===== src/rtl/sdr_pkg.sv =====
// Shared constants, types and control structs for the stream duplicate remover.
// No dependencies; every other file in rtl/ except sdr_ram imports this package.

package sdr_pkg;

   localparam int TABLE_DEPTH = 64;
   localparam int ADDR_W      = $clog2(TABLE_DEPTH);
   localparam int CNT_W       = $clog2(TABLE_DEPTH + 1);
   localparam int VALUE_W     = 32;
   localparam int DIST_W      = 7;

   typedef enum logic [1:0] {
      ST_IDLE,
      ST_SCAN,
      ST_FINISH
   } sdr_state_type;

   // controller -> datapath
   typedef struct packed {
      logic load;
      logic scan;
      logic commit;
   } sdr_cmd_type;

   // datapath -> controller
   typedef struct packed {
      logic scan_done;
      logic rsp_free;
   } sdr_status_type;

endpackage


===== src/rtl/sdr_if.sv =====
// Valid/ready stream interfaces for the request and response channels.
// Depends on sdr_pkg for field widths.

interface sdr_req_if import sdr_pkg::*; ();
   logic                      valid;
   logic                      ready;
   logic signed [VALUE_W-1:0] value;
   logic                      last;

   modport source (output valid, output value, output last, input ready);
   modport sink   (input valid, input value, input last, output ready);
endinterface

interface sdr_rsp_if import sdr_pkg::*; ();
   logic                      valid;
   logic                      ready;
   logic signed [VALUE_W-1:0] value_out;
   logic                      keep;
   logic [DIST_W-1:0]         distinct_count;
   logic                      overflow;
   logic                      last_out;

   modport source (output valid, output value_out, output keep, output distinct_count,
                   output overflow, output last_out, input ready);
   modport sink   (input valid, input value_out, input keep, input distinct_count,
                   input overflow, input last_out, output ready);
endinterface


===== src/rtl/stream_duplicate_remover.sv =====
// Channel   Dir  Handshake          Payload
// req_ch    in   valid/ready        value[31:0] signed, last
// rsp_ch    out  valid/ready        value_out, keep, distinct_count[6:0], overflow, last_out
//
// The table RAM, with registered read data, is read one entry per cycle until a match
// or the end of the stored entries, of which there are 0..64; the next request is
// accepted only once the current one is scanned and committed. Reset (synchronous)
// empties the table by clearing the stored count.
// A finished result waits in the response register while the next transaction is
// accepted and scanned; the commit stalls only while that register is still full.
// Depends on sdr_pkg, sdr_if, sdr_ram, sdr_ctrl and sdr_datapath.

module stream_duplicate_remover import sdr_pkg::*; (
   input  logic      clock,
   input  logic      reset,
   sdr_req_if.sink   req_ch,
   sdr_rsp_if.source rsp_ch
);

   sdr_cmd_type    cmd;
   sdr_status_type status;
   logic           req_ready;

   sdr_ctrl u_ctrl (
      .clock     (clock),
      .reset     (reset),
      .req_valid (req_ch.valid),
      .req_ready (req_ready),
      .status    (status),
      .cmd       (cmd)
   );

   sdr_datapath u_datapath (
      .clock     (clock),
      .reset     (reset),
      .req_value (req_ch.value),
      .req_last  (req_ch.last),
      .cmd       (cmd),
      .status    (status),
      .rsp_ch    (rsp_ch)
   );

   assign req_ch.ready = req_ready;

endmodule


===== src/rtl/sdr_ram.sv =====
// Generic single-port-write, single-port-read RAM with registered read data.
// No dependencies.

module sdr_ram #(
   parameter int WIDTH = 32,
   parameter int DEPTH = 64
) (
   input  logic                     clock,
   input  logic                     wr_en,
   input  logic [$clog2(DEPTH)-1:0] wr_addr,
   input  logic [WIDTH-1:0]         wr_data,
   input  logic                     rd_en,
   input  logic [$clog2(DEPTH)-1:0] rd_addr,
   output logic [WIDTH-1:0]         rd_data
);

   logic [WIDTH-1:0] mem [DEPTH];
   logic [WIDTH-1:0] rd_data_ff;

   always_ff @(posedge clock) begin
      if (wr_en) begin
         mem[wr_addr] <= wr_data;
      end
      if (rd_en) begin
         rd_data_ff <= mem[rd_addr];
      end
   end

   assign rd_data = rd_data_ff;

endmodule


===== src/rtl/sdr_ctrl.sv =====
// Control state machine: accept, scan the table, commit the result.
// Depends on sdr_pkg for the state enum and the command/status structs.

module sdr_ctrl import sdr_pkg::*; (
   input  logic           clock,
   input  logic           reset,
   input  logic           req_valid,
   output logic           req_ready,
   input  sdr_status_type status,
   output sdr_cmd_type    cmd
);

   sdr_state_type state_ff, state_in;

   always_ff @(posedge clock) begin
      if (reset) begin
         state_ff <= ST_IDLE;
      end else begin
         state_ff <= state_in;
      end
   end

   always_comb begin
      state_in = state_ff;
      case (state_ff)
         ST_IDLE: begin
            if (req_valid) state_in = ST_SCAN;
         end
         ST_SCAN: begin
            if (status.scan_done) state_in = ST_FINISH;
         end
         ST_FINISH: begin
            // hold until the response register can take the result
            if (status.rsp_free) state_in = ST_IDLE;
         end
         default: state_in = ST_IDLE;
      endcase
   end

   always_comb begin
      req_ready  = 1'b0;
      cmd        = '0;
      case (state_ff)
         ST_IDLE: begin
            req_ready = 1'b1;
            cmd.load  = req_valid;
         end
         ST_SCAN: begin
            cmd.scan = 1'b1;
         end
         ST_FINISH: begin
            cmd.commit = status.rsp_free;
         end
         default: begin
            req_ready = 1'b0;
         end
      endcase
   end

endmodule


===== src/rtl/sdr_datapath.sv =====
// Datapath: transaction latch, table scan pointer, compare, stored count and
// response register. Depends on sdr_pkg, sdr_if and sdr_ram.

module sdr_datapath import sdr_pkg::*; (
   input  logic                      clock,
   input  logic                      reset,
   input  logic signed [VALUE_W-1:0] req_value,
   input  logic                      req_last,
   input  sdr_cmd_type               cmd,
   output sdr_status_type            status,
   sdr_rsp_if.source                 rsp_ch
);

   logic signed [VALUE_W-1:0] val_ff, val_in;
   logic                      last_ff, last_in;
   logic [CNT_W-1:0]          idx_ff, idx_in;
   logic [CNT_W-1:0]          count_ff, count_in;
   logic                      pend_ff, pend_in;
   logic                      found_ff, found_in;

   logic                      rsp_valid_ff, rsp_valid_in;
   logic signed [VALUE_W-1:0] rsp_value_ff;
   logic                      rsp_keep_ff;
   logic [DIST_W-1:0]         rsp_dist_ff;
   logic                      rsp_ovf_ff;
   logic                      rsp_last_ff;

   logic [VALUE_W-1:0]        rd_data;
   logic                      hit;
   logic                      issue;
   logic                      insert;
   logic [CNT_W-1:0]          cnt_next;
   logic [CNT_W+DIST_W-1:0]   dist_wide;

   sdr_ram #(
      .WIDTH (VALUE_W),
      .DEPTH (TABLE_DEPTH)
   ) u_table (
      .clock   (clock),
      .wr_en   (cmd.commit && insert),
      .wr_addr (count_ff[ADDR_W-1:0]),
      .wr_data ($unsigned(val_ff)),
      .rd_en   (issue),
      .rd_addr (idx_ff[ADDR_W-1:0]),
      .rd_data (rd_data)
   );

   // read data comes back in the cycle after the address, so compare against the pending read
   assign hit    = pend_ff && (rd_data == $unsigned(val_ff));
   assign issue  = cmd.scan && !found_ff && (idx_ff < count_ff);
   assign insert = !found_ff && (count_ff < CNT_W'(TABLE_DEPTH));
   assign cnt_next  = count_ff + CNT_W'(insert);
   assign dist_wide = (CNT_W+DIST_W)'(cnt_next);

   assign status.scan_done = !pend_ff && (found_ff || (idx_ff == count_ff));
   assign status.rsp_free  = !rsp_valid_ff || rsp_ch.ready;

   always_comb begin
      val_in   = val_ff;
      last_in  = last_ff;
      idx_in   = idx_ff;
      count_in = count_ff;
      pend_in  = issue;
      found_in = found_ff | hit;
      if (cmd.load) begin
         val_in   = req_value;
         last_in  = req_last;
         idx_in   = '0;
         found_in = 1'b0;
      end else if (issue) begin
         idx_in = idx_ff + CNT_W'(1);
      end
      if (cmd.commit) begin
         // empty the table after the final transaction of a sequence
         count_in = last_ff ? '0 : cnt_next;
      end
   end

   always_comb begin
      rsp_valid_in = rsp_valid_ff;
      if (cmd.commit) begin
         rsp_valid_in = 1'b1;
      end else if (rsp_ch.ready) begin
         rsp_valid_in = 1'b0;
      end
   end

   always_ff @(posedge clock) begin
      if (reset) begin
         count_ff     <= '0;
         pend_ff      <= 1'b0;
         found_ff     <= 1'b0;
         idx_ff       <= '0;
         rsp_valid_ff <= 1'b0;
      end else begin
         count_ff     <= count_in;
         pend_ff      <= pend_in;
         found_ff     <= found_in;
         idx_ff       <= idx_in;
         rsp_valid_ff <= rsp_valid_in;
      end
   end

   always_ff @(posedge clock) begin
      val_ff  <= val_in;
      last_ff <= last_in;
      if (cmd.commit) begin
         rsp_value_ff <= val_ff;
         rsp_keep_ff  <= insert;
         rsp_dist_ff  <= dist_wide[DIST_W-1:0];
         rsp_ovf_ff   <= !found_ff && !insert;
         rsp_last_ff  <= last_ff;
      end
   end

   assign rsp_ch.valid          = rsp_valid_ff;
   assign rsp_ch.value_out      = rsp_value_ff;
   assign rsp_ch.keep           = rsp_keep_ff;
   assign rsp_ch.distinct_count = rsp_dist_ff;
   assign rsp_ch.overflow       = rsp_ovf_ff;
   assign rsp_ch.last_out       = rsp_last_ff;

endmodule

===== src/flat_wrapper.sv =====
// flat-port wrapper written by rule: the top's interface ports become plain ports
module stream_duplicate_remover_flat import sdr_pkg::*;
  (clock, reset, req_ch_valid, req_ch_value, req_ch_last, req_ch_ready, rsp_ch_valid, rsp_ch_value_out, rsp_ch_keep, rsp_ch_distinct_count, rsp_ch_overflow, rsp_ch_last_out, rsp_ch_ready);
  sdr_req_if req_ch_i ();
  sdr_rsp_if rsp_ch_i ();
  input  logic clock;
  input  logic reset;
  input wire logic [$bits(req_ch_i.valid)-1:0] req_ch_valid;
  input wire logic [$bits(req_ch_i.value)-1:0] req_ch_value;
  input wire logic [$bits(req_ch_i.last)-1:0] req_ch_last;
  output wire logic [$bits(req_ch_i.ready)-1:0] req_ch_ready;
  output wire logic [$bits(rsp_ch_i.valid)-1:0] rsp_ch_valid;
  output wire logic [$bits(rsp_ch_i.value_out)-1:0] rsp_ch_value_out;
  output wire logic [$bits(rsp_ch_i.keep)-1:0] rsp_ch_keep;
  output wire logic [$bits(rsp_ch_i.distinct_count)-1:0] rsp_ch_distinct_count;
  output wire logic [$bits(rsp_ch_i.overflow)-1:0] rsp_ch_overflow;
  output wire logic [$bits(rsp_ch_i.last_out)-1:0] rsp_ch_last_out;
  input wire logic [$bits(rsp_ch_i.ready)-1:0] rsp_ch_ready;
  assign req_ch_i.valid = req_ch_valid;
  assign req_ch_i.value = req_ch_value;
  assign req_ch_i.last = req_ch_last;
  assign req_ch_ready = req_ch_i.ready;
  assign rsp_ch_valid = rsp_ch_i.valid;
  assign rsp_ch_value_out = rsp_ch_i.value_out;
  assign rsp_ch_keep = rsp_ch_i.keep;
  assign rsp_ch_distinct_count = rsp_ch_i.distinct_count;
  assign rsp_ch_overflow = rsp_ch_i.overflow;
  assign rsp_ch_last_out = rsp_ch_i.last_out;
  assign rsp_ch_i.ready = rsp_ch_ready;
  stream_duplicate_remover u_core (.clock(clock), .reset(reset), .req_ch(req_ch_i), .rsp_ch(rsp_ch_i));
endmodule

===== config.mk =====
export PLATFORM = sky130hd
export DESIGN_NAME = stream_duplicate_remover_flat
export DESIGN_NICKNAME = d
export VERILOG_FILES = /design/src/rtl/sdr_pkg.sv /design/src/rtl/sdr_if.sv /design/src/rtl/stream_duplicate_remover.sv /design/src/rtl/sdr_ram.sv /design/src/rtl/sdr_ctrl.sv /design/src/rtl/sdr_datapath.sv /design/src/flat_wrapper.sv
export SDC_FILE = /design/constraint.sdc
export NUM_CORES = 2
export LEC_CHECK = 0
export BUFFER_PORTS_ARGS = -buffer_cell sky130_fd_sc_hd__buf_2
export CORE_MARGIN = 2
export CORE_UTILIZATION = 55
export DETAILED_ROUTE_END_ITERATION = 16
export GPL_TIMING_DRIVEN = 0
export PLACE_DENSITY_LB_ADDON = 0.12
export SYNTH_ARGS = -nofsm -noshare
export SYNTH_HDL_FRONTEND = slang
export SYNTH_SLANG_ARGS = --single-unit

===== constraint.sdc =====
create_clock -name clock -period 9.2 [get_ports clock]
set_clock_uncertainty 0.1 [all_clocks]
set_input_delay 1.84 -clock clock [delete_from_list [all_inputs] [get_ports clock]]
set_output_delay 1.84 -clock clock [all_outputs]
set_load 0.01 [all_outputs]

* Yosys cells after proc, flatten, opt, wreduce, memory -nomap -nowiden
Memory sizes are Yosys's and may differ from the RTL's. A register that Yosys moved wholly into a read port is not among the register bits.
Index checks and enable logic that the tools add are counted.
Widths: inputs -> output; s select.
** Word-level totals
- Bits in registers :: 94
- Memory bits (writable) :: 2048
- Bits of input ports :: 37
- Output and inout port bits :: 44
- Logic and storage cells :: 56
- Memories :: 1
** Operators by class
- Add/sub/neg operators :: 2
- Magnitude comparators :: 2
- Equality and inequality tests :: 7
- Multiplexer cells :: 13
- Bitwise operators :: 1
- Reduce and logical (&&, ||, !) cells :: 17
** Memories
- u_core.u_datapath.u_table.mem :: depth 64, bits a word 32, rd ports 1, clocked after memory_dff 1, wr ports 1, RTL line sdr_ram.sv:17 : logic [WIDTH-1:0] mem [DEPTH];
** Operators by type and width (count)
- $eq 32x32->1 :: 1
- $mux 1 :: 8
- $add 7x1->7 :: 1
- $add 7x1->7 const B :: 1
- $eq 7x7->1 :: 1
- $logic_and 1x1->1 :: 7
- $lt 7x7->1 :: 1
- $lt 7x7->1 const B :: 1
- $mux 7 :: 1
- $mux 2 :: 3
- $pmux 2 s3 :: 1
- $logic_not 1->1 :: 4
- $ne 2x2->1 const B :: 2
- $reduce_and 3->1 :: 1
- $eq 2x1->1 const B :: 1
- $eq 2x2->1 const B :: 1
- $logic_not 2->1 :: 1
- $logic_or 1x1->1 :: 2
- $ne 2x1->1 const B :: 1
- $reduce_bool 2->1 :: 1
- $reduce_or 2->1 :: 1
- $or 1x1->1 :: 1

* Longest topological paths before layout
- Depth in word-level cells :: 6
- Mapped depth :: 13
- Depth with buffers taken out :: 8

* Cells and area by module
A second synthesis with hierarchy kept.
** Second synthesis, totals
- Cells, all modules :: 3575
- Area, all modules :: 82537.9 um^2
** Modules (own cells, without submodules)
- sdr_ram :: times used 1, cells an instance 3324, area an instance 78835.6 um^2, sequential area each 62459.9 um^2
- sdr_datapath :: times used 1, cells an instance 239, area an instance 3590.9 um^2, sequential area each 2592.5 um^2
- sdr_ctrl :: times used 1, cells an instance 12, area an instance 111.4 um^2, sequential area each 40.0 um^2

* Worst setup path after synthesis
No wires, ideal clock.
- Path kind :: input -> register
- From :: in rsp_ch_ready
- To :: mem u_core.u_datapath.u_table.mem[15][0], enable pin
- Setup time :: 0.421 ns
- Arrival :: 4.894 ns
- Required time :: 8.679 ns
- Setup slack :: 3.785 ns
- Cell stages on the path :: 6
- Buffers on the path :: 0
- Cells stage by stage :: nand2b_1 -> nand2b_1 -> inv_1 -> and3_1 -> nand3_1 -> nor2_1
** RTL lines
- from (decl) :: RTL line flat_wrapper.sv:18 : input wire logic [$bits(rsp_ch_i.ready)-1:0] rsp_ch_ready;
- to (decl) :: RTL line sdr_ram.sv:17

* Final worst setup path
- From :: in rsp_ch_ready
- To :: mem u_core.u_datapath.u_table.mem[14][11], enable pin
** Between the ends
- Cells in the longest elaborated chain, start to end :: 5
** RTL lines
- $logic_or 1x1->1 :: RTL line sdr_datapath.sv:56 : assign status.rsp_free = !rsp_valid_ff || rsp_ch.ready;
- $mux 1 :: RTL line sdr_ctrl.sv:43 : case (state_ff)
- $logic_and 1x1->1 :: RTL line sdr_datapath.sv:40 : .wr_en (cmd.commit && insert),
- $mux 1 :: RTL line sdr_ram.sv:21 : if (wr_en) begin
- $mux 1 (implied by the code) :: RTL line sdr_ram.sv:22 : mem[wr_addr] <= wr_data;
No other way between the ends.

==> flow_summary.ini <==
[run_status]
status = completed

[routing]
wirelength_mm = 227
viasPerCell = 6.62
vias = 41700
drt_iter0_markers = 6131
avgRoutedWirePerCell_um = 36.1
dr.pass1.iters = 6
detail-route-antenna-nets = 0
route.detailed.drc = 0

[die]
coreArea_mm2 = 0.150
ioPinCount = 81
initial_core_util_pct = 55.4
rows = 142
die_w_um = 392
dieArea_mm2 = 0.154
die_height_um = 392

[clock_tree]
clkSinkCount = 2174
clk_latency_ns = 0.83
cts_tree = done
cts.path.max_buffers = 3
post_cts_buffers = 0
clockRootBuffer = clkbuf_16
path_clk_slew_ns = 0.06
htree_num_levels = 4
cts_hold_buf = 0
ctsResizeCount = 0
cts_made_buffers = 213

[yosys]
yosys-top-cells-count = edfxtp_1, mux4_2, mux2i_1
synth-compound-area-share_pct = 2.48
synth-xor-area-share_pct = 0.433
yosys.area_share.simple_pct = 1.54
synth-warning-count = 0
yosysSeqAreaShare_pct = 78.5
synth.area.top_cells = edfxtp_1, mux4_2, mux2i_1
synth_top_family_by_area = multiplexers
yosysTopAreaCellShare_pct = 78.0
synth.avg_cell_area_um2 = 22.7
synthFlopType = edfxtp_1
synth_fa_ha_area_share_pct = 0.151
synth_seq_cells = 2174
ys_async_sr_fraction_pct = 0
syn-num-nets = 3708
synthDistinctLibCells = 50
yosysMostFrequentCell = edfxtp_1
yosys-mux-area-fraction_pct = 15.6
synth.largest_area_cell = edfxtp_1
synth-edff-count = 2155
syn_inst = 3661
synth.cell_area_mm2 = 0.0829

[power]
peakVddDrop_mv = 0.192
pwr_density_cell_mw_per_mm2 = 204
leakage_nw = 29.4

[timing]
whs_ns = 0.440
finalCriticalPeriod_ns = 4.81
hold_violations = 0
rsz0062_at_grt = false
period_share_pct = 52.2
fmax_mhz = 208
setup_viol = 0
drv_slew = 0
setup_tns_ns = 0
tightest_slew_ns = 1.37
relSlewSlack_pct = 8.61

[global_routing]
antenna_found_initial = 4
grt_remaining_overflow = 0
grt_max_degree = 38
track_usage_pct = 30.1
grt_pass1_vias = 40100
grt_pass1_wl_mm = 315

[worst_setup_path]
crit_required_ns = 9.62
arrival_ns = 5.22
cp-start-kind = input port
worstSetupPathType = input port to flip-flop
startpoint = rsp_ch_ready
crit_fanout = 19
r2r_setup_slack_ns = 4.68
reg2reg_from = u_core.u_datapath.idx_ff[2]
critPathCaptureType = flip-flop

[placement]
dp_hpwl_mm = 154
gp_congestion = 0.954
placed_cells = 5914
port_buffers = 80

[finish]
layout-drive-gt1-share_pct = 28.9
areaGrowthSynthToFinish_pct = 16.6
stdcell_count = 6296
nets = 4161

[flow_run]
drv_cap = 0

[hold_path]
min_path_type = flip-flop to flip-flop
min_from = u_core.u_datapath.rsp_ch.valid
## stage by stage
stage	total power [mW]	utilization, %	setup WS [ns]	cell area, um^2
floorplan	11.3	-	3.78	82900
global placement	11.5	57.3	0.549	85900
detailed placement	11.6	60.2	3.72	90100
CTS	19.8	64.5	4.59	96600
global route	20.2	64.5	4.36	96700
finish	19.7	64.5	4.39	96700
## critical path, stage by stage
cell	delay (ns)
buf_2	0.07
nand2b_1	0.14
nand2b_1	0.14
nor4_1	0.66
nand3_1	1.01
nor2_4	1.05
buf_16	0.25
## where the power goes
| group | internal, mW | leakage [nW] | switching (mW) |
|---|---|---|---|
| Clock | 4.70 | 3.19 | 3.61 |
| Combinational | 0.165 | 6.63 | 0.282 |
| Sequential | 10.9 | 19.5 | 0.0469 |
## routing by layer
| layer | GRT usage (%) | part of all wire, % | up-vias |
|---|---|---|---|
| li1 | - | - | 16500 |
| met1 | 45.0 | 40 | 22300 |
| met2 | 44.0 | 45 | 2531 |
| met3 | 7.21 | 11 | 374 |
| met4 | 10.5 | 3.8 | 0 |
| met5 | 0 | 0 | - |
## logic make-up after synthesis
family	count (synthesis)
AND/OR/NAND/NOR	279
AO/OA/AOI/OAI	296
buffers and inverters	208
multiplexers	653
flip-flops	2174
XOR/XNOR	41
adder cells (fa/ha/maj)	10
## sequential cells by signal, indices dropped and copies added (netlist names), 2 cells and up
signal and flops:
u_core.u_datapath.u_table.mem 2048, u_core.u_datapath.rsp_ch.value_out 32, u_core.u_datapath.u_table.rd_data 32, u_core.u_datapath.val_ff 32, u_core.u_datapath.count_ff 7, u_core.u_datapath.idx_ff 7, u_core.u_datapath.rsp_ch.distinct_count 7, u_core.u_ctrl.state_ff 2
## cell usage in the layout (no fill, tap or decap), drive strengths merged, types with 12 or more instances in the layout
cell       n
a211oi    34
a21oi     74
a22o      16
a22oi     60
a31oi     22
buf      374
bufinv    12
clkbuf   332
clkinv    86
dfxtp     19
edfxtp  2155
inv       14
mux2      16
mux2i    129
mux4     508
nand2     76
nand3     14
nor2     109
nor2b     29
o22ai     24
o32ai     16
xnor2     36
## final timing paths
kind | cells after the start | to
worst max-delay path | 7 | u_core.u_datapath.u_table.mem[14][11]
worst max register to register | 9 | u_core.u_datapath.u_table.rd_data[20]
worst min-delay path | 2 | u_core.u_datapath.rsp_ch.valid
worst min register to register | 2 | u_core.u_datapath.rsp_ch.valid
## layout make-up
cell class | instances | area [um^2]
well taps | 2016 | 2520
fillers | 9791 | 53100
repair buffers | 238 | 4160
diodes | 2 | 5.00
multi-input cells | 1279 | 17200
flip-flops and latches | 2174 | 65100
clock buffers | 271 | 5740
inverters | 11 | 41.3
clock inverters | 108 | 816
plain buffers | 197 | 1070
No activity file was read; power rests on OpenSTA's default activity.
